<file path="src/hw/rtl/dsac_pkg.sv">
package dsac_pkg;

  // Configuration register indexes, at byte address 8 * index.
  localparam int unsigned RegIdxW = 3;
  localparam logic [RegIdxW-1:0] REG_SIG1_ADDRS   = 3'd0;
  localparam logic [RegIdxW-1:0] REG_SIG2_ADDRS   = 3'd1;
  localparam logic [RegIdxW-1:0] REG_MODE_ADDRS   = 3'd2;
  localparam logic [RegIdxW-1:0] REG_DAY_LEVEL    = 3'd3;
  localparam logic [RegIdxW-1:0] REG_NIGHT_LEVEL  = 3'd4;
  localparam logic [RegIdxW-1:0] REG_BLANK_SECS   = 3'd5;

  localparam int unsigned AddrW = 6;
  localparam int unsigned DataW = 64;

  // Reset values.
  localparam logic [7:0]  DAY_LEVEL_RST    = 8'd255;
  localparam logic [7:0]  NIGHT_LEVEL_RST  = 8'd64;
  localparam logic [7:0]  BLANK_SECS_RST   = 8'd2;
  localparam logic [15:0] LAST_CMD_RST     = 16'hFFFF;
  localparam logic [7:0]  ELAPSED_MAX      = 8'hFF;

  // Signal aspects, in the order of the address slots.
  typedef enum logic [1:0] {
    ASP_VR0 = 2'd0,
    ASP_VR1 = 2'd1,
    ASP_VR2 = 2'd2,
    ASP_OFF = 2'd3
  } aspect_t;

  // Aspect of one signal; pending means it is still blank.
  typedef struct packed {
    aspect_t aspect;
    logic    pending;
  } aspect_state_t;

  // Configuration as seen by the engine.
  typedef struct packed {
    logic [63:0] sig1_addrs;
    logic [63:0] sig2_addrs;
    logic [31:0] mode_addrs;
    logic [7:0]  day_level;
    logic [7:0]  night_level;
    logic [7:0]  blank_secs;
  } dsac_cfg_t;

  // Input item.
  typedef struct packed {
    logic        func;
    logic [15:0] cmd;
  } req_t;

  // Result item.
  typedef struct packed {
    logic [7:0] out1_level;
    logic [7:0] out2_level;
    logic [7:0] out3_level;
    logic [7:0] out4_level;
    logic [7:0] out5_level;
    logic [7:0] out6_level;
    logic [7:0] out7_level;
    logic [7:0] out8_level;
    logic       cmd_matched;
  } rsp_t;

endpackage

</file>
<file path="src/hw/rtl/dual_distant_signal_aspect_controller_core.sv">
// Controller for two distant signals driving eight LED levels.
// Input channel req (req_valid, req_stall, req): each transfer carries either a
// command address (func 0) or a one-second tick (func 1). Result channel rsp
// (rsp_valid, rsp_stall, rsp): one transfer per input item, in order, with
// all eight LED levels and the command match flag.
// An item is held in the input register, then is evaluated in a single
// pass and lands in the result register, from which the result is offered.
// One item per cycle is sustained while the receiver does not stall; the
// rate is set by the input and result registers.
// While the receiver stalls, the result register holds its item, the input
// register fills, and then req_stall rises until the result is taken.
// The APB port (8-byte register spacing, 64-bit data, always ready) sets the
// addresses, levels and blanking delay; write it only while the block is idle.
// Synchronous reset empties both registers, shows VR0 on both signals in day
// mode, clears the elapsed counts, treats 0xFFFF as the previous command and
// loads the register defaults.
module dual_distant_signal_aspect_controller_core
  import dsac_pkg::*;
(
  input  logic             clk,
  input  logic             rst,
  input  logic             req_valid,
  output logic             req_stall,
  input  req_t             req,
  output logic             rsp_valid,
  input  logic             rsp_stall,
  output rsp_t             rsp,
  input  logic             psel,
  input  logic             penable,
  input  logic             pwrite,
  input  logic [AddrW-1:0] paddr,
  input  logic [DataW-1:0] pwdata,
  output logic [DataW-1:0] prdata,
  output logic             pready
);

  dsac_cfg_t cfg;
  req_t      in_item;
  logic      in_valid;
  logic      advance;
  logic      accept;
  rsp_t      result;

  dsac_regs u_regs (
    .clk     (clk),
    .rst     (rst),
    .psel    (psel),
    .penable (penable),
    .pwrite  (pwrite),
    .paddr   (paddr),
    .pwdata  (pwdata),
    .prdata  (prdata),
    .pready  (pready),
    .cfg     (cfg)
  );

  dsac_engine u_engine (
    .clk    (clk),
    .rst    (rst),
    .fire   (advance),
    .item   (in_item),
    .cfg    (cfg),
    .result (result)
  );

  // Handshake: the held item moves on when the result slot is free or emptying.
  assign advance   = in_valid && (!rsp_valid || !rsp_stall);
  assign req_stall = in_valid && !advance;
  assign accept    = req_valid && !req_stall;

  // Input register.
  always_ff @(posedge clk) begin
    if (rst) begin
      in_valid <= 1'b0;
    end else if (accept) begin
      in_valid <= 1'b1;
    end else if (advance) begin
      in_valid <= 1'b0;
    end
  end

  always_ff @(posedge clk) begin
    if (accept) begin
      in_item <= req;
    end
  end

  // Result register.
  always_ff @(posedge clk) begin
    if (rst) begin
      rsp_valid <= 1'b0;
    end else if (advance) begin
      rsp_valid <= 1'b1;
    end else if (!rsp_stall) begin
      rsp_valid <= 1'b0;
    end
  end

  always_ff @(posedge clk) begin
    if (advance) begin
      rsp <= result;
    end
  end

endmodule

</file>
<file path="src/hw/rtl/dsac_regs.sv">
module dsac_regs
  import dsac_pkg::*;
(
  input  logic             clk,
  input  logic             rst,
  input  logic             psel,
  input  logic             penable,
  input  logic             pwrite,
  input  logic [AddrW-1:0] paddr,
  input  logic [DataW-1:0] pwdata,
  output logic [DataW-1:0] prdata,
  output logic             pready,
  output dsac_cfg_t        cfg
);

  logic               wr_en;
  logic [RegIdxW-1:0] reg_idx;

  assign pready  = 1'b1;
  assign wr_en   = psel && penable && pwrite;
  assign reg_idx = paddr[AddrW-1:AddrW-RegIdxW];

  // Register writes; indexes past the list are dropped.
  always_ff @(posedge clk) begin
    if (rst) begin
      cfg.sig1_addrs   <= '0;
      cfg.sig2_addrs   <= '0;
      cfg.mode_addrs   <= '0;
      cfg.day_level    <= DAY_LEVEL_RST;
      cfg.night_level  <= NIGHT_LEVEL_RST;
      cfg.blank_secs   <= BLANK_SECS_RST;
    end else if (wr_en) begin
      unique case (reg_idx)
        REG_SIG1_ADDRS:   cfg.sig1_addrs   <= pwdata;
        REG_SIG2_ADDRS:   cfg.sig2_addrs   <= pwdata;
        REG_MODE_ADDRS:   cfg.mode_addrs   <= pwdata[31:0];
        REG_DAY_LEVEL:    cfg.day_level    <= pwdata[7:0];
        REG_NIGHT_LEVEL:  cfg.night_level  <= pwdata[7:0];
        REG_BLANK_SECS:   cfg.blank_secs   <= pwdata[7:0];
        default: ;
      endcase
    end
  end

  // Read back.
  always_comb begin
    unique case (reg_idx)
      REG_SIG1_ADDRS:   prdata = cfg.sig1_addrs;
      REG_SIG2_ADDRS:   prdata = cfg.sig2_addrs;
      REG_MODE_ADDRS:   prdata = {32'd0, cfg.mode_addrs};
      REG_DAY_LEVEL:    prdata = {56'd0, cfg.day_level};
      REG_NIGHT_LEVEL:  prdata = {56'd0, cfg.night_level};
      REG_BLANK_SECS:   prdata = {56'd0, cfg.blank_secs};
      default:          prdata = '0;
    endcase
  end

endmodule

</file>
<file path="src/hw/rtl/dsac_engine.sv">
module dsac_engine
  import dsac_pkg::*;
(
  input  logic      clk,
  input  logic      rst,
  input  logic      fire,
  input  req_t      item,
  input  dsac_cfg_t cfg,
  output rsp_t      result
);

  aspect_state_t aspect_state      [2];
  aspect_state_t aspect_state_next [2];
  logic [7:0]    elapsed           [2];
  logic [7:0]    elapsed_next      [2];
  logic [15:0]   last_command;
  logic [15:0]   last_command_next;
  logic          night_mode;
  logic          night_mode_next;

  logic [15:0]   slot_addr [8];
  logic          hit;
  logic [2:0]    hit_slot;
  logic          matched;
  logic [7:0]    lvl;
  logic [7:0]    leds [2][4];

  // Address slots: signal one VR0..OFF, then signal two VR0..OFF.
  always_comb begin
    for (int k = 0; k < 4; k++) begin
      slot_addr[k]     = cfg.sig1_addrs[k*16 +: 16];
      slot_addr[k + 4] = cfg.sig2_addrs[k*16 +: 16];
    end
  end

  // First matching aspect slot.
  always_comb begin
    hit      = 1'b0;
    hit_slot = '0;
    for (int k = 0; k < 8; k++) begin
      if (!hit && item.cmd == slot_addr[k]) begin
        hit      = 1'b1;
        hit_slot = 3'(k);
      end
    end
  end

  // Next state for one item, then the delay check, then the LED levels.
  always_comb begin
    aspect_state_next = aspect_state;
    elapsed_next      = elapsed;
    last_command_next = last_command;
    night_mode_next   = night_mode;
    matched           = 1'b0;

    if (item.func) begin
      for (int s = 0; s < 2; s++) begin
        if (elapsed[s] != ELAPSED_MAX) begin
          elapsed_next[s] = elapsed[s] + 8'd1;
        end
      end
    end else if (item.cmd != last_command) begin
      last_command_next = item.cmd;
      if (item.cmd == cfg.mode_addrs[15:0]) begin
        night_mode_next = 1'b0;
        matched         = 1'b1;
      end else if (item.cmd == cfg.mode_addrs[31:16]) begin
        night_mode_next = 1'b1;
        matched         = 1'b1;
      end else if (hit) begin
        matched = 1'b1;
        if (aspect_state[hit_slot[2]].aspect != aspect_t'(hit_slot[1:0])) begin
          aspect_state_next[hit_slot[2]].aspect = aspect_t'(hit_slot[1:0]);
          if (aspect_t'(hit_slot[1:0]) == ASP_OFF) begin
            aspect_state_next[hit_slot[2]].pending = 1'b0;
          end else begin
            aspect_state_next[hit_slot[2]].pending = 1'b1;
            elapsed_next[hit_slot[2]]              = 8'd0;
          end
        end
      end
    end

    // A blank aspect lights once its count reaches the blanking delay.
    for (int s = 0; s < 2; s++) begin
      if (aspect_state_next[s].pending && elapsed_next[s] >= cfg.blank_secs) begin
        aspect_state_next[s].pending = 1'b0;
      end
    end

    lvl = night_mode_next ? cfg.night_level : cfg.day_level;

    // LED order per signal: Y0, Y1, G0, G1.
    for (int s = 0; s < 2; s++) begin
      for (int j = 0; j < 4; j++) begin
        leds[s][j] = 8'd0;
      end
      if (!aspect_state_next[s].pending) begin
        case (aspect_state_next[s].aspect)
          ASP_VR0: begin
            leds[s][0] = lvl;
            leds[s][1] = lvl;
          end
          ASP_VR1: begin
            leds[s][2] = lvl;
            leds[s][3] = lvl;
          end
          ASP_VR2: begin
            leds[s][1] = lvl;
            leds[s][2] = lvl;
          end
          default: ;
        endcase
      end
    end

    result.out1_level  = leds[0][0];
    result.out2_level  = leds[0][1];
    result.out3_level  = leds[0][2];
    result.out4_level  = leds[0][3];
    result.out5_level  = leds[1][3];
    result.out6_level  = leds[1][2];
    result.out7_level  = leds[1][1];
    result.out8_level  = leds[1][0];
    result.cmd_matched = matched;
  end

  // State advances only when the item is handed to the result register.
  always_ff @(posedge clk) begin
    if (rst) begin
      for (int s = 0; s < 2; s++) begin
        aspect_state[s] <= '{aspect: ASP_VR0, pending: 1'b0};
        elapsed[s]      <= 8'd0;
      end
      last_command <= LAST_CMD_RST;
      night_mode   <= 1'b0;
    end else if (fire) begin
      aspect_state <= aspect_state_next;
      elapsed      <= elapsed_next;
      last_command <= last_command_next;
      night_mode   <= night_mode_next;
    end
  end

endmodule

</file>
<file path="config.mk">
export PLATFORM = sky130hd
export DESIGN_NAME = dual_distant_signal_aspect_controller_core
export DESIGN_NICKNAME = d
export VERILOG_FILES = /design/src/hw/rtl/dsac_pkg.sv /design/src/hw/rtl/dual_distant_signal_aspect_controller_core.sv /design/src/hw/rtl/dsac_regs.sv /design/src/hw/rtl/dsac_engine.sv
export SDC_FILE = /design/constraint.sdc
export NUM_CORES = 1
export LEC_CHECK = 0
export BUFFER_PORTS_ARGS = -buffer_cell sky130_fd_sc_hd__buf_2
export CAP_MARGIN = 20
export CORE_UTILIZATION = 50
export DETAILED_ROUTE_END_ITERATION = 10
export PLACE_DENSITY = 0.74
export SYNTH_ARGS = -nofsm -noshare
export SYNTH_HDL_FRONTEND = slang
export SYNTH_SLANG_ARGS = --single-unit
</file>
<file path="constraint.sdc">
create_clock -name clk -period 5.6 [get_ports clk]
set_input_delay 1.12 -clock clk [delete_from_list [all_inputs] [get_ports clk]]
set_output_delay 1.12 -clock clk [all_outputs]
set_load 0.02 [all_outputs]
</file>
Word level (Yosys, flattened, before mapping)
Cells that the tools add are included.
Widths: inputs -> output; s select.
{"block": "totals", "ff_bits": 307, "inputBits": 94, "out_inout_bits": 132, "word_cells": 180}
{"block": "op_classes", "n_addsub": 2, "magnitude_cmp": 4, "eq_ne": 25, "muxes": 58, "bitwise": 13, "reduce_logical": 51}
{"operator": "$pmux 64 s6", "count": 1}
{"operator": "$eq 16x16->1", "count": 10}
{"operator": "$mux 16", "count": 7}
{"operator": "$mux 6", "count": 7}
{"operator": "$mux 8", "count": 4}
{"operator": "$reduce_or 2->1", "count": 13}
{"operator": "$mux 3", "count": 8}
{"operator": "$mux 1", "count": 23}
{"operator": "$bwmux 6", "count": 3}
{"operator": "$add 8x1->8 const B", "count": 2}
{"operator": "$and 16x16->16", "count": 1}
{"operator": "$ge 8x8->1", "count": 2}
{"operator": "$ne 16x16->1", "count": 1}
{"operator": "$ne 8x8->1 const B", "count": 2}
{"operator": "$not 16->16", "count": 1}
{"operator": "$logic_and 1x1->1", "count": 15}
{"operator": "$reduce_and 2->1", "count": 6}
{"operator": "$logic_not 1->1", "count": 11}
{"operator": "$not 1->1", "count": 10}
{"operator": "$demux 8 s1", "count": 1}
{"operator": "$demux 3 s1", "count": 2}
{"operator": "$eq 2x2->1 const B", "count": 3}
{"operator": "$eq 3x2->1 const B", "count": 2}
{"operator": "$eq 3x3->1 const B", "count": 2}
{"operator": "other kinds (13)", "count": 16}

Longest topological paths before layout
{"block": "depth", "word_depth": 41, "depth_mapped": 23, "depth_no_buf": 21}

Hierarchy
From an unflattened synthesis, not the netlist that was laid out.
{"block": "unflattened", "cells_unflattened": 1786, "hier_area_um2": 17103.9}
{"module": "dsac_regs", "n_inst": 1, "cells_each": 949, "area_each_um2": 8723.4, "seq_area_each_um2": 3683.5}
{"module": "dsac_engine", "n_inst": 1, "cells_each": 745, "area_each_um2": 5831.8, "seq_area_each_um2": 780.7}
{"module": "dual_distant_signal_aspect_controller_core", "n_inst": 1, "cells_each": 92, "area_each_um2": 2548.7, "seq_area_each_um2": 2502.4}

Worst setup path after synthesis
Ideal clock, no wire load.
{"block": "synth_timing", "path_kind": "register to register", "from": "register in_item[2] in the netlist's numbering", "to": "register rsp[61] in the netlist's numbering (data pin)", "setup_time_ns": 0.255, "arrival_ns": 4.587, "required_time_ns": 5.345, "slack_ns": 0.758, "stages_incl_launch_ff": 24, "path_buffers": 2, "synth_period_minus_slack_ns": 4.842, "cell_sequence": "edfxtp_1 > buf_6 > xor2_1 > nor4_1 > nand4_1 > and4_4 > a22o_4 > a21o_1 > a31oi_4 > nand3_1 > nand2_1 > mux2_2 > ha_1 > nand2b_1 > a21o_1 > a21o_1 > a21o_1 > a21o_1 > a21o_1 > a21o_1 > a21oi_1 > o21ai_2 > buf_2 > and3_1"}
{"block": "synth_via", "elab_chain_cells": 41, "elab_cells_between_ends": 85, "cone_classes": "order compare: 3; eq/ne: 13; mux: 47; bitwise: 4; reduce/logical: 18"}
{"element": "start: declaration", "line_no": "dual_distant_signal_aspect_controller_core.sv:38", "source": "req_t in_item;"}
{"element": "start signal: assignment", "line_no": "dual_distant_signal_aspect_controller_core.sv:84", "source": "in_item <= req;"}
{"element": "$eq 16x16->1", "line_no": "dsac_engine.sv:41", "source": "if (!hit && item.cmd == slot_addr[k]) begin"}
{"element": "$mux 1", "line_no": "dsac_engine.sv:41"}
{"element": "$logic_not 1->1", "line_no": "dsac_engine.sv:41"}
{"element": "$logic_and 1x1->1", "line_no": "dsac_engine.sv:41"}
{"element": "$mux 1", "line_no": "dsac_engine.sv:41"}
{"element": "$logic_not 1->1", "line_no": "dsac_engine.sv:41"}
{"element": "$logic_and 1x1->1", "line_no": "dsac_engine.sv:41"}
{"element": "$mux 1", "line_no": "dsac_engine.sv:41"}
{"element": "(+25 left out)"}
{"element": "$mux 16", "line_no": "dsac_engine.sv:67", "source": "end else if (item.cmd == cfg.mode_addrs[31:16]) begin"}
{"element": "$mux 16", "line_no": "dsac_engine.sv:64", "source": "if (item.cmd == cfg.mode_addrs[15:0]) begin"}
{"element": "$mux 16", "line_no": "dsac_engine.sv:62", "source": "end else if (item.cmd != last_command) begin"}
{"element": "$mux 16", "line_no": "dsac_engine.sv:56", "source": "if (item.func) begin"}
{"element": "$ge 8x8->1", "line_no": "dsac_engine.sv:86", "source": "if (aspect_state_next[s].pending && elapsed_next[s] >= cfg.blank_secs) begin"}
{"element": "$logic_and 1x1->1", "line_no": "dsac_engine.sv:86"}
{"element": "$mux 1", "line_no": "dsac_engine.sv:86"}
{"element": "$reduce_or 2->1 (no source line)"}
{"element": "end signal: assignment", "line_no": "dual_distant_signal_aspect_controller_core.sv:101", "source": "rsp <= result;"}
{"element": "end: declaration", "line_no": "dual_distant_signal_aspect_controller_core.sv:27", "source": "output rsp_t rsp,"}
Parallel ways exist; a longest one is shown, timed or not. The select of a mux whose other input is x is not followed.
A chain may end at the register's enable or synchronous reset.

Worst setup path in the final report
{"block": "layout_timing", "from": "register in_item[11] in the netlist's numbering", "to": "register rsp[31] in the netlist's numbering (data pin)"}
The elaborated chain is that of the path after synthesis.

==> metrics.cfg <==
[run_status]
status=complete, no violations

[timing]
whs_ps=465
tightest_slew_ps=1090
setup_viol=0
layout_setup_ws_ps=240
post-route-period-util_pct=95.7
fmax_ghz=0.187
slew_headroom_pct=27.3
finalHoldViolations=0
fin_crit_ps=5360
fin_skew_ps=17.9
finalMaxSlewViolations=0
fin_setup_tns_ps=0
grt_setup_unrepaired=false

[critical_path]
reg2reg_slack_ps=240
reg2reg_depth=22
criticalPathCategory=reg2reg
end_kind=flip-flop
worstPathRequired_ps=5870
startpoint_type=flip-flop
regToRegStartpoint=in_item[11]$_DFFE_PP_
cp.arrival_ps=5630
cp-startpoint=in_item[11]$_DFFE_PP_
timing.rr.end=rsp[31]$_SDFFCE_PP0P_
crit_fanout=32
endpoint=rsp[31]$_SDFFCE_PP0P_

[synthesis]
synth_top_flop_cell=dfxtp_1
syn_nets=1851
yosysSeqAreaShare_pct=44.8
synthCells=1733
ys_warn_count=0
syn_area_per_cell_sq_um=8.98
synth_edf_count=82
ys_types=67
synth.ff_latch_count=307
netlist_area_sq_mm=0.0156
ys_async_sr_fraction_pct=0

[min_path]
holdCritStartpoint=u_engine.night_mode$_SDFFE_PP0P_
worstHoldPathType=reg2reg

[grt]
track_usage_pct=28.3
grt_max_degree=95
overflow=0
grt_pass1_wl_mm=70.2
grt_pass1_vias=12900
grt_antenna_before_repair=3

[detailed_routing]
drt_iter0_drc=1521
vias=13700
drt_first_pass_iters=5
wl_per_cell_microns=19.3
ant_nets=0
viasPerCell=5.80
route.detailed.drc=0
route.final.wire_length_mm=45.7

[pwr]
clkPwrFrac_pct=44.9
power_leakage_nw=7.33
power.switching_mw=1.19
p_seq_share_pct=46.9
powerDensity_mw_per_mm2=272
peakVddDrop_mv=0.190
p_int_mw=3.79
combPwrFrac_pct=8.1
swShare_pct=23.9

[final_layout]
drive_above_1_share_pct=19.3
area_delta_synth_final_pct=18.1
design_area_sq_mm=0.0184
final_nets=2063
stdcell_count=2367

[placed_design]
place_area_sq_mm=0.0172
gp_congestion=0.870
place_inst=2296
hpwl_mm=30.7
dp_worst_setup_slack_ps=156
numPortBuffers=221

[floorplanning]
ios=226
die_area_sq_mm=0.0318
die_y_microns=178
chipWidth_microns=178
rows=64
core-area_sq_mm=0.0306
initial_core_util_pct=50.9

[clock_network]
clk_latency_ps=520
cts_tree=done
cts.path.max_buffers=3
h-tree-depth=2
cts_buffers=34
clkTransAtPathRegs_ps=60
clockRootBuffer=clkbuf_16
clkSinkCount=307

[flow_run]
maxCapViolCount=0

-- repair_timing --
action                     in CTS  in global routing
hold buffers                    0                  0
setup endpoints to repair       0                 64
setup buffers                   0                  9
gates resized for setup         0                  2
-- cell families (layout without fill, tap and decap cells) --
family,Yosys count,after routing,synth area share [%]
and+or+nand+nor,655,655,19.2
AOI/OAI and AO/OA,350,350,14.5
DFF,307,307,44.8
xor gates and xnor gates,176,176,9.91
buffers and inverters,143,380,4.34
muxes,77,77,5.40
adders and majority gates,24,24,1.93
other,1,2,0.0241
-- per-layer routing --
layer  vias to the layer above  wire, microns  GRT usage [%]
met5                         -             27              0
met4                         4           1560           10.6
met3                       106           4170           4.82
met2                       669          21200           45.9
met1                      6478          18700           37.6
li1                       6466              -              -
-- through the flow --
step / utilization, % / total power [mW]
floorplan: - / 2.63
global placement: 56.1 / 2.77
detailed placement: 56.2 / 2.78
CTS: 59.8 / 4.99
global route: 60.1 / 5.12
finish: 60.1 / 4.99
-- worst max-delay path, stage by stage, from the launching register on --
cell      delay [ps]
edfxtp_1         530
buf_4            260
xor2_1           180
nor4_1           380
nand4_1          260
and4_4           260
a22o_4           230
a21o_1           190
a31oi_4          290
nand2_4          110
nand3_1          120
o21a_1           130
ha_1             210
nand2b_1         140
a21o_1           170
a21o_1           170
a21o_1           170
a21o_1           170
a21oi_1          120
o21ai_0          130
or2_2            300
o22a_4           330
and3_1           230
-- worst min path at each step --
stage                     cells past startpoint                                to  slack (ps)
final                                         2  u_engine.night_mode$_SDFFE_PP0P_         460
after global routing                          2  u_engine.night_mode$_SDFFE_PP0P_         480
after CTS                                     2  u_engine.night_mode$_SDFFE_PP0P_         460
after detailed placement                      2  u_engine.night_mode$_SDFFE_PP0P_         450
after global placement                        2  u_engine.night_mode$_SDFFE_PP0P_         450
after floorplan                               2  u_engine.night_mode$_SDFFE_PP0P_         440
-- power by group through the flow --
stage / Clock (mW) / Combinational, mW / Sequential, mW
final: 2.24 / 0.406 / 2.34
after global routing: 2.35 / 0.434 / 2.34
after global placement: 0 / 0.379 / 2.39
after CTS: 2.26 / 0.388 / 2.35
after floorplan: 0 / 0.227 / 2.40
after detailed placement: 0 / 0.385 / 2.40
-- final cells by class --
type,instances,area (sq um)
diodes,1,2.50
clock buffers,52,960
clock inverters,9,141
fillers,2656,12200
inverters,25,95.1
multi-input cells,1283,7950
flip-flops and latches,307,6970
well taps,396,495
repair buffers,294,1760
-- registers in the layout (all words and copies together) (netlist names) --
| name | flops |
|---|---|
| u_engine.last_command | 16 |
| rsp_valid | 1 |
| u_engine.elapsed | 16 |
| u_regs.cfg | 184 |
| rsp | 65 |
| u_engine.night_mode | 1 |
| in_valid | 1 |
| in_item | 17 |
| u_engine.aspect_state | 6 |
-- Yosys cell counts (all sizes together) (2+ instances only) --
cell type	n	area share, %
nor2b	16	0.64
a211o	26	1.5
a22oi	5	0.24
o211a	16	1.0
nand2	358	8.7
xor2	112	6.3
nand3b	3	0.14
and4	6	0.36
nor4	35	1.5
ha	24	1.9
a22o	33	1.9
nor2	101	2.4
nand4	27	1.1
a31o	2	0.11
a21oi	209	6.7
o22ai	5	0.20
mux2	15	1.1
o211ai	4	0.19
o22a	3	0.23
nor3	9	0.32
a21o	12	0.58
buf	28	1.6
edfxtp	82	16
inv	25	0.60
nand3	15	0.48
mux4	4	0.58
mux2i	58	3.7
dfxtp	225	29
and2	2	0.080
nand2b	6	0.24
and3	71	2.9
o21ai	8	0.28
xnor2	64	3.6
o21a	4	0.19
a211oi	2	0.096
a31oi	6	0.34
clkbuf	90	2.2
a311oi	9	0.51
-- cells in the final DEF, fill, tap and decap left out, drive strengths merged, types with 3 or more instances in the layout --
cell and count:
a211o 26, a31oi 6, a22o 33, nor2b 16, a21o 12, and4 6, a21oi 209, xnor2 64
o21a 4, nand2b 6, xor2 112, nor2 101, clkbuf 52, a22oi 5, o211a 16, inv 26
mux2i 58, a311oi 9, clkinv 5, nand4 27, nand2 358, ha 24, dfxtp 225, o22ai 5
o22a 3, and3 71, nand3 15, nor3 9, mux2 15, nor4 35, buf 294, nand3b 3
edfxtp 82, mux4 4, bufinv 3, o211ai 4, o21ai 8
(Power assumes the default switching activity.)
